## src/rtl/cec_pkg.sv

```systemverilog
// ----------------------------------------------------------------------------
// cec_pkg
// Shared constants and types of the cache event counter unit.
// ----------------------------------------------------------------------------
package cec_pkg;

    localparam int EVENT_COUNTERS  = 8;
    localparam int NUM_EVENT_CODES = 21;

    localparam int OP_W     = 2;
    localparam int OFFSET_W = 9;
    localparam int DATA_W   = 32;
    localparam int MASK_W   = 21;
    localparam int CODE_W   = 8;

    localparam int CNT_IDX_W  = (EVENT_COUNTERS > 1) ? $clog2(EVENT_COUNTERS) : 1;
    localparam int MASK_IDX_W = $clog2(MASK_W);
    localparam int CODE_LIMIT = (NUM_EVENT_CODES < MASK_W) ? NUM_EVENT_CODES : MASK_W;
    localparam int SLOT_COUNT = 8;
    localparam int SEL_PER_WORD = 4;

    localparam logic [OP_W-1:0] OP_READ  = 2'd0;
    localparam logic [OP_W-1:0] OP_WRITE = 2'd1;
    localparam logic [OP_W-1:0] OP_TICK  = 2'd2;

    localparam logic [OFFSET_W-1:0] CTRL_OFFSET      = 9'h004;
    localparam logic [OFFSET_W-1:0] SELECT_LO_OFFSET = 9'h140;
    localparam logic [OFFSET_W-1:0] SELECT_HI_OFFSET = 9'h144;
    localparam logic [OFFSET_W-1:0] COUNT_OFFSET     = 9'h170;

    localparam int                COUNT_ENABLE_BIT = 24;
    localparam logic [CODE_W-1:0] NO_EVENT         = 8'hff;

    typedef struct packed {
        logic [OP_W-1:0]     op;
        logic [OFFSET_W-1:0] byte_offset;
        logic [DATA_W-1:0]   write_data;
        logic [MASK_W-1:0]   event_mask;
    } item_t;

endpackage

```

## src/rtl/cec_if.sv

```systemverilog
// ----------------------------------------------------------------------------
// cec_if
// Valid/ready channels of the cache event counter unit.
// ----------------------------------------------------------------------------
interface cec_item_if;
    logic                          valid;
    logic                          ready;
    logic [cec_pkg::OP_W-1:0]      op;
    logic [cec_pkg::OFFSET_W-1:0]  byte_offset;
    logic [cec_pkg::DATA_W-1:0]    write_data;
    logic [cec_pkg::MASK_W-1:0]    event_mask;

    modport source (output valid, output op, output byte_offset, output write_data,
                    output event_mask, input ready);
    modport sink   (input valid, input op, input byte_offset, input write_data,
                    input event_mask, output ready);
endinterface

interface cec_result_if;
    logic                        valid;
    logic                        ready;
    logic [cec_pkg::DATA_W-1:0]  read_data;

    modport source (output valid, output read_data, input ready);
    modport sink   (input valid, input read_data, output ready);
endinterface

```

## src/rtl/cec_regfile.sv

```systemverilog
// ----------------------------------------------------------------------------
// cec_regfile
// Control, event-select and counter registers with read decode and tick logic.
// ----------------------------------------------------------------------------
module cec_regfile
(
    input  logic                         clk,
    input  logic                         rst_n,
    input  logic                         exec,
    input  cec_pkg::item_t               item,
    output logic [cec_pkg::DATA_W-1:0]   read_data
);

    logic [cec_pkg::DATA_W-1:0] control_reg;
    logic [cec_pkg::CODE_W-1:0] select_reg [cec_pkg::EVENT_COUNTERS];
    logic [cec_pkg::DATA_W-1:0] count_reg  [cec_pkg::EVENT_COUNTERS];

    logic [cec_pkg::CODE_W-1:0] slot_code  [cec_pkg::SLOT_COUNT];
    logic [cec_pkg::OFFSET_W-1:0] off;
    logic [cec_pkg::OFFSET_W-1:0] count_diff;
    logic [cec_pkg::OFFSET_W-3:0] count_word;
    logic [cec_pkg::CNT_IDX_W-1:0] count_idx;
    logic                         count_hit;
    logic                         is_read;
    logic                         is_write;
    logic                         is_tick;
    logic                         count_en;
    logic [cec_pkg::DATA_W-1:0]   select_lo_word;
    logic [cec_pkg::DATA_W-1:0]   select_hi_word;
    logic [cec_pkg::DATA_W-1:0]   reg_value;
    logic [cec_pkg::EVENT_COUNTERS-1:0] event_hit;

    assign off        = {item.byte_offset[cec_pkg::OFFSET_W-1:2], 2'b00};
    assign count_diff = off - cec_pkg::COUNT_OFFSET;
    assign count_word = count_diff[cec_pkg::OFFSET_W-1:2];
    assign count_idx  = count_word[cec_pkg::CNT_IDX_W-1:0];
    assign count_hit  = (off >= cec_pkg::COUNT_OFFSET)
                      && (count_word < (cec_pkg::OFFSET_W-2)'(cec_pkg::EVENT_COUNTERS));

    assign is_read  = exec && (item.op == cec_pkg::OP_READ);
    assign is_write = exec && (item.op == cec_pkg::OP_WRITE);
    assign is_tick  = exec && (item.op == cec_pkg::OP_TICK);
    assign count_en = control_reg[cec_pkg::COUNT_ENABLE_BIT];

    for (genvar s = 0; s < cec_pkg::SLOT_COUNT; s++)
    begin : g_slot
        if (s < cec_pkg::EVENT_COUNTERS)
        begin : g_present
            assign slot_code[s] = select_reg[s];
        end
        else
        begin : g_absent
            assign slot_code[s] = cec_pkg::NO_EVENT;
        end
    end

    assign select_lo_word = {slot_code[3], slot_code[2], slot_code[1], slot_code[0]};
    assign select_hi_word = {slot_code[7], slot_code[6], slot_code[5], slot_code[4]};

    always_comb
    begin
        reg_value = '0;
        if (off == cec_pkg::CTRL_OFFSET)
        begin
            reg_value = control_reg;
        end
        else if (off == cec_pkg::SELECT_LO_OFFSET)
        begin
            reg_value = select_lo_word;
        end
        else if (off == cec_pkg::SELECT_HI_OFFSET)
        begin
            reg_value = select_hi_word;
        end
        else if (count_hit)
        begin
            reg_value = count_reg[count_idx];
        end
    end

    assign read_data = is_read ? reg_value : '0;

    always_comb
    begin
        for (int i = 0; i < cec_pkg::EVENT_COUNTERS; i++)
        begin
            event_hit[i] = (select_reg[i] < cec_pkg::CODE_W'(cec_pkg::CODE_LIMIT))
                && item.event_mask[select_reg[i][cec_pkg::MASK_IDX_W-1:0]];
        end
    end

    always_ff @(posedge clk or negedge rst_n)
    begin
        if (!rst_n)
        begin
            control_reg <= '0;
            for (int i = 0; i < cec_pkg::EVENT_COUNTERS; i++)
            begin
                select_reg[i] <= cec_pkg::NO_EVENT;
                count_reg[i]  <= '0;
            end
        end
        else
        begin
            if (is_write && (off == cec_pkg::CTRL_OFFSET))
            begin
                control_reg <= item.write_data;
            end
            for (int i = 0; i < cec_pkg::EVENT_COUNTERS; i++)
            begin
                if (is_write && (((i >> 2) == 0) ? (off == cec_pkg::SELECT_LO_OFFSET)
                                                 : (off == cec_pkg::SELECT_HI_OFFSET)))
                begin
                    select_reg[i] <= item.write_data[8 * (i & 3) +: cec_pkg::CODE_W];
                end
                if (is_write && count_hit && (count_idx == cec_pkg::CNT_IDX_W'(i)))
                begin
                    count_reg[i] <= item.write_data;
                end
                else if (is_tick && count_en && event_hit[i])
                begin
                    count_reg[i] <= count_reg[i] + 1'b1;
                end
            end
        end
    end

endmodule

```

## src/rtl/cache_event_counter_unit.sv

```systemverilog
// ----------------------------------------------------------------------------
// cache_event_counter_unit
// Cache performance monitor: eight event counters behind a register map.
// ----------------------------------------------------------------------------
// Path: each item passes through the input register, then the result register;
// the register file is read and updated as the item leaves the input register.
// Throughput: one item per cycle, sustained while the result side takes words.
// Reset: counting disabled, event selects 0xff, counters zero, pipeline empty.
// ----------------------------------------------------------------------------
module cache_event_counter_unit
(
    input  logic                clk,
    input  logic                rst_n,
    cec_item_if.sink            item,
    cec_result_if.source        result
);

    cec_pkg::item_t             item_reg;
    logic                       item_valid_reg;
    logic                       item_valid_next;
    logic [cec_pkg::DATA_W-1:0] read_data_reg;
    logic                       result_valid_reg;
    logic                       result_valid_next;
    logic [cec_pkg::DATA_W-1:0] read_data_comb;
    logic                       advance;
    logic                       take;

    assign advance = item_valid_reg && (!result_valid_reg || result.ready);
    assign item.ready = !item_valid_reg || advance;
    assign take = item.valid && item.ready;

    assign item_valid_next   = take || (item_valid_reg && !advance);
    assign result_valid_next = advance || (result_valid_reg && !result.ready);

    cec_regfile u_regfile
    (
        .clk       (clk),
        .rst_n     (rst_n),
        .exec      (advance),
        .item      (item_reg),
        .read_data (read_data_comb)
    );

    always_ff @(posedge clk or negedge rst_n)
    begin
        if (!rst_n)
        begin
            item_valid_reg   <= 1'b0;
            result_valid_reg <= 1'b0;
        end
        else
        begin
            item_valid_reg   <= item_valid_next;
            result_valid_reg <= result_valid_next;
        end
    end

    always_ff @(posedge clk)
    begin
        if (take)
        begin
            item_reg.op          <= item.op;
            item_reg.byte_offset <= item.byte_offset;
            item_reg.write_data  <= item.write_data;
            item_reg.event_mask  <= item.event_mask;
        end
        if (advance)
        begin
            read_data_reg <= read_data_comb;
        end
    end

    assign result.valid     = result_valid_reg;
    assign result.read_data = read_data_reg;

endmodule
```

## src/flat_wrapper.sv

```systemverilog
// flat-port wrapper written by rule: the top's interface ports become plain ports
module cache_event_counter_unit_flat 
  (clk, rst_n, item_valid, item_op, item_byte_offset, item_write_data, item_event_mask, item_ready, result_valid, result_read_data, result_ready);
  cec_item_if item_i ();
  cec_result_if result_i ();
  input  logic clk;
  input  logic rst_n;
  input wire logic [$bits(item_i.valid)-1:0] item_valid;
  input wire logic [$bits(item_i.op)-1:0] item_op;
  input wire logic [$bits(item_i.byte_offset)-1:0] item_byte_offset;
  input wire logic [$bits(item_i.write_data)-1:0] item_write_data;
  input wire logic [$bits(item_i.event_mask)-1:0] item_event_mask;
  output wire logic [$bits(item_i.ready)-1:0] item_ready;
  output wire logic [$bits(result_i.valid)-1:0] result_valid;
  output wire logic [$bits(result_i.read_data)-1:0] result_read_data;
  input wire logic [$bits(result_i.ready)-1:0] result_ready;
  assign item_i.valid = item_valid;
  assign item_i.op = item_op;
  assign item_i.byte_offset = item_byte_offset;
  assign item_i.write_data = item_write_data;
  assign item_i.event_mask = item_event_mask;
  assign item_ready = item_i.ready;
  assign result_valid = result_i.valid;
  assign result_read_data = result_i.read_data;
  assign result_i.ready = result_ready;
  cache_event_counter_unit u_core (.clk(clk), .rst_n(rst_n), .item(item_i), .result(result_i));
endmodule
```

## config.mk

```make
export PLATFORM = sky130hd
export DESIGN_NAME = cache_event_counter_unit_flat
export DESIGN_NICKNAME = d
export VERILOG_FILES = /design/src/rtl/cec_pkg.sv /design/src/rtl/cec_if.sv /design/src/rtl/cec_regfile.sv /design/src/rtl/cache_event_counter_unit.sv /design/src/flat_wrapper.sv
export SDC_FILE = /design/constraint.sdc
export NUM_CORES = 1
export LEC_CHECK = 0
export BUFFER_PORTS_ARGS = -buffer_cell sky130_fd_sc_hd__buf_2
export CAP_MARGIN = 0
export CELL_PAD_IN_SITES_DETAIL_PLACEMENT = 0
export CELL_PAD_IN_SITES_GLOBAL_PLACEMENT = 1
export CORE_MARGIN = 4
export CORE_UTILIZATION = 50
export DETAILED_ROUTE_END_ITERATION = 16
export PLACE_DENSITY_LB_ADDON = 0.25
export SYNTH_ARGS = -nofsm -noshare
export SYNTH_HDL_FRONTEND = slang
export SYNTH_HIERARCHICAL = 1
export SYNTH_SLANG_ARGS = --single-unit
```

## constraint.sdc

```tcl
create_clock -name clk -period 4.18 [get_ports clk]
set_input_delay 0.627 -clock clk [delete_from_list [all_inputs] [get_ports clk]]
set_output_delay 0.627 -clock clk [all_outputs]
set_load 0.02 [all_outputs]
```

== After elaboration in Yosys (flattened, before gate mapping) ==
Cells that the tools add are included.
Word-level totals
  output and inout port bits: 34
  bits in registers: 450
  memory bits (read-only): 0
  memory bits (writable): 0
  word-level logic and storage cells: 159
  memories kept: 0
  bits of input ports: 68
  bits in latches: 0
Cells by class
  add/sub/neg operators: 9
  reductions and logical operators: 55
  equal/unequal tests: 12
  multiply operators: 0
  muxes and demuxes: 39
  div/mod/pow operators: 0
  bitwise operators: 1
  order comparisons: 19
  shift-type cells: 0
Operators with widths (count)
  32-bit two-way mux: 22
  32-bit by 1-bit adder with 32-bit output, second input constant: 8
  32-bit binary-select mux with 3-bit select: 1
  8-bit by 5-bit less-than comparator with 1-bit output, second input constant: 8
  5-bit by 6-bit less-than comparator with 1-bit output, second input constant: 8
  1-bit binary-select mux with 5-bit select: 8
  1-bit logical AND: 37
  2-bit nonzero test: 8
  7-bit == test, second input constant: 2
  3-bit == test, second input constant: 4
  9-bit greater-or-equal comparator, second input constant: 1
  9-bit subtractor, second input constant: 1
  1-bit two-way mux: 8
  7-bit by 1-bit == test with 1-bit output, second input constant: 1
  7-bit by 4-bit less-than comparator with 1-bit output, second input constant: 1
  3-bit by 2-bit == test with 1-bit output, second input constant: 2
  4-bit greater-or-equal comparator, second input constant: 1
  1-bit logical NOT: 4
  1-bit logical OR: 4
  3-bit inverter with 4-bit output: 1
  3-bit by 1-bit == test with 1-bit output, second input constant: 1
  3-bit logical NOT: 1
  2-bit by 1-bit == test with 1-bit output, second input constant: 1
  2-bit == test, second input constant: 1
  2-bit logical NOT: 1

== Depth between registers and ports, before layout ==
  depth after elaboration: 9
  depth in mapped cells: 12

== Modules after synthesis ==
The synthesis kept the hierarchy.
Modules (own cells, without submodules)
  cec_regfile: seq. area each 8888.5 um^2, cells each 2555, area each 23401.2 um^2, instances 1
  cache_event_counter_unit: seq. area each 2932.8 um^2, cells each 104, area each 2986.6 um^2, instances 1

== Worst setup path after synthesis ==
Ideal clock, no wire load.
  path kind: input-to-reg
  start: in result_ready
  end: reg u_core/u_regfile/count_reg[108] (netlist name)
  stages: 11
  library setup time: 0.126 ns
  arrival time: 3.382 ns
  data required time: 4.054 ns
  buffers on the path: 2
  path slack: 0.672 ns
  cells stage by stage: nand2b_1 and2_1 nand2_1 or2_2 or3_1 clkbuf_1 or2_2 nand2_1 buf_2 nand2_1 a221o_1
On the way
  cells in the longest elaborated chain, start to end: 6
RTL lines
  from (decl): line flat_wrapper.sv:16  | input wire logic [$bits(result_i.ready)-1:0] result_ready;
  1-bit logical OR (*): line cache_event_counter_unit.sv:28  | assign advance = item_valid_reg && (!result_valid_reg || result.ready);
  1-bit logical AND (*): line cache_event_counter_unit.sv:28
  via u_core.advance: line cache_event_counter_unit.sv:25  | logic advance;
  1-bit logical AND, on equally long branches: line cec_regfile.sv:41, cec_regfile.sv:42
  1-bit logical AND, on equally long branches (2 in series): line cec_regfile.sv:116, cec_regfile.sv:120
  32-bit two-way mux / 2-bit nonzero test (equally long branches)
  to (signal, indexed assignment): line cec_regfile.sv:118  | count_reg[i] <= item.write_data;
  to (signal, indexed assignment): line cec_regfile.sv:122  | count_reg[i] <= count_reg[i] + 1'b1;
  to (decl): line cec_regfile.sv:16  | logic [cec_pkg::DATA_W-1:0] count_reg [cec_pkg::EVENT_COUNTERS];
Mark *: on every way through the listed nets, which the timed path passes. The rest lies on a longest branch.
A chain may end at the register's enable or synchronous reset.

== Final worst setup path ==
  start: reg u_core.result_valid_reg (netlist: u_core/result.valid)
  end: reg u_core/u_regfile/count_reg[81] (netlist name)
On the way
  cells in the longest elaborated chain, start to end: 7
RTL lines
  from (decl): line cache_event_counter_unit.sv:22  | logic result_valid_reg;
  from (signal assigned): line cache_event_counter_unit.sv:54  | result_valid_reg <= result_valid_next;
  1-bit logical NOT (*): line cache_event_counter_unit.sv:28
  1-bit logical OR (*): line cache_event_counter_unit.sv:28
  1-bit logical AND (*): line cache_event_counter_unit.sv:28
  via u_core.advance: line cache_event_counter_unit.sv:25
  1-bit logical AND, on equally long branches: line cec_regfile.sv:41, cec_regfile.sv:42
  1-bit logical AND, on equally long branches (2 in series): line cec_regfile.sv:116, cec_regfile.sv:120
  32-bit two-way mux / 2-bit nonzero test (equally long branches)
Marks and branches as above.

==> flow_summary.json <==
{
  "cpMaxStageDelayCell": "a211oi_1",
  "clk_latency_ns": 0.61,
  "critical_path_class": "register to register",
  "ant_nets": 0,
  "antenna_found_initial": 1,
  "syn_nets": 2735,
  "nNetsFinal": 2761,
  "max_cap_violations": 0,
  "ff2ff_setup_slack_ns": 0.82,
  "cp.required_ns": 4.64,
  "grt.overflow.total": 0,
  "cp.arrival_ns": 3.83,
  "r2r-end": "u_core/u_regfile/count_reg[81]$_DFFE_PN0P_",
  "whs_path_depth": 1,
  "p_switching_w": 0.00280,
  "timing.fmax_mhz": 297,
  "die_height_um": 237,
  "place_congestion": 0.947,
  "crit_chain": "nand2b_1 > and2_2 > nand4b_1 > buf_4 > or4_1 > a211oi_1 > and2_1 > nor2_2 > o21ai_0 > o311ai_1",
  "grtUsageMet3": 0.0966,
  "peakVddDrop_uv": 342,
  "path_buf_inv": 1,
  "min_period_ns": 3.36,
  "run_status": "completed",
  "p_leak_nw": 11.5,
  "power_frac_seq": 0.488,
  "synthCells": 2657,
  "grt_setup_unrepaired": "no",
  "hold_class": "input port to register",
  "cts_sinks": 448,
  "firstDrtPassIters": 9,
  "setup_viol": 0,
  "drt_iter0_drc": 3382,
  "busiest_layer": "met1",
  "synth.avg_cell_area_sq_um": 9.91,
  "worst_slew_pin_slew_ns": 1.26,
  "r2r_cells": 10,
  "grt_pass1_vias": 21200,
  "clkPwrFrac": 0.440,
  "max_stage_delay_ns": 0.54,
  "cts_buffers": 52,
  "maxSlewViolCount": 0,
  "drive_gt1_frac": 0.217,
  "skew_ns": 0.0171,
  "final_core_util": 0.563,
  "largest_register_ff_count": 256,
  "min_to": "u_core/item_reg[31]$_DFFE_PP_",
  "n_antenna_cell": 0,
  "hpwl_um": 65800,
  "std_cell_rows": 83,
  "reg2reg_from": "u_core/result.valid$_DFF_PN0_",
  "finalWirelength_um": 95400,
  "io_pins": 102,
  "switching_share": 0.265,
  "critPathCaptureType": "register",
  "cts_buffer_depth": 3,
  "grt.total_usage": 0.328,
  "global_route.usage.met1": 0.495,
  "internal_power_w": 0.00775,
  "die_w_um": 237,
  "initial_core_util": 0.509,
  "hold_ws_ns": 0.196,
  "cts_tree": "done",
  "powerDensity_nw_per_um2": 362,
  "met2_usage": 0.453,
  "worst-path-max-fanout": 14,
  "max_slew_margin": 0.159,
  "timing.final.crit_share": 0.805,
  "start_kind": "register",
  "hold_path_startpoint": "item_write_data[10]",
  "combPwrFrac": 0.071,
  "fin_total_pwr_w": 0.0106,
  "hold_viol": 0,
  "port_buffers": 99,
  "cts-resized-gates": 0,
  "wl_per_cell_um": 28.0,
  "ys_warn_count": 6,
  "area_growth_pct": 10.6,
  "multi_input_area_sq_um": 13600,
  "root_buffer": "clkbuf_16",
  "vias": 23200,
  "clkTransAtPathRegs_ns": 0.06,
  "grt_max_degree": 118,
  "viasPerCell": 6.81,
  "regArea_sq_um": 11800,
  "nFillCells": 4482,
  "syn_area_sq_um": 26300,
  "cts_htree_levels": 2,
  "core_sq_um": 51700,
  "grt_pass1_wl_um": 140000,
  "drc": 0,
  "dieArea_sq_um": 56400,
  "cpLargestDelayFamily": "simple AND/OR/NAND/NOR gates",
  "finalSetupTns_ns": 0
}
[what timing repair did]
item,4_1_cts,5_1_grt
endpoints found under the hold margin,23,0
hold buffers,1,0
buffers inserted,0,0
setup endpoints to repair,0,0
[metrics by stage]
step	area, sq um	std cells	worst slack (ns)
6_report	29100	3406	0.815
3_3_place_gp	27400	3308	0.702
5_1_grt	29100	3406	0.717
3_5_place_dp	27400	3308	0.642
2_1_floorplan	26300	2657	0.672
4_1_cts	29100	3406	0.928
[placed cells by master (no fill, tap or decap), types with 18 or more instances in the layout]
cell         n
inv_1       45
a31oi_1     26
and4_1      18
a211oi_1    18
o311ai_0    34
buf_4       58
edfxtp_1    94
and3_1      52
nor4_1      24
o22ai_1     20
o211ai_1    21
nand2_1    399
a21oi_1    130
nor3_1      61
nor2_1     205
mux4_2      97
xor2_1      32
nand3_1    119
buf_2       98
nand4_1     47
dfstp_2     64
a221o_1     31
mux2i_1     23
a222oi_1    32
o21ai_0    160
and2_1      23
mux2_2     119
o21ai_1     20
clkbuf_16   53
dfrtp_1    290
[how the worst max path moves through the flow]
stage,cells past startpoint,from,slack [ns],endpoint
6_report,10,u_core/result.valid$_DFF_PN0_,0.82,u_core/u_regfile/count_reg[81]$_DFFE_PN0P_
5_1_grt,10,u_core/result.valid$_DFF_PN0_,0.72,u_core/u_regfile/count_reg[91]$_DFFE_PN0P_
4_1_cts,9,u_core/result.valid$_DFF_PN0_,0.93,u_core/u_regfile/count_reg[64]$_DFFE_PN0P_
3_5_place_dp,11,result_ready,0.64,u_core/u_regfile/count_reg[91]$_DFFE_PN0P_
3_3_place_gp,11,result_ready,0.70,u_core/u_regfile/count_reg[76]$_DFFE_PN0P_
2_1_floorplan,11,result_ready,0.67,u_core/u_regfile/count_reg[108]$_DFFE_PN0P_
[layout make-up]
type                       instances  share of cell area
clock buffer                      73              0.0526
timing repair buffer             162              0.0354
multi-input combinational       1973               0.466
inverter                          46             0.00593
tap                              680              0.0292
clock inverter                    24             0.00705
sequential                       448               0.404
[power groups by stage]
stage	clock network, W	logic [W]	registers, W
floorplan	0	0.000508	0.00494
global placement	0	0.000728	0.00519
detailed placement	0	0.000747	0.00520
CTS	0.00471	0.000750	0.00512
global route	0.00491	0.000810	0.00516
finish	0.00465	0.000753	0.00515
[metal layers]
layer,routed length (um),share of wire
met5,0,0
met4,3550,0.037
met3,12300,0.13
met2,39100,0.41
met1,40500,0.42
Note: power is estimated with default switching activity, not from simulation.
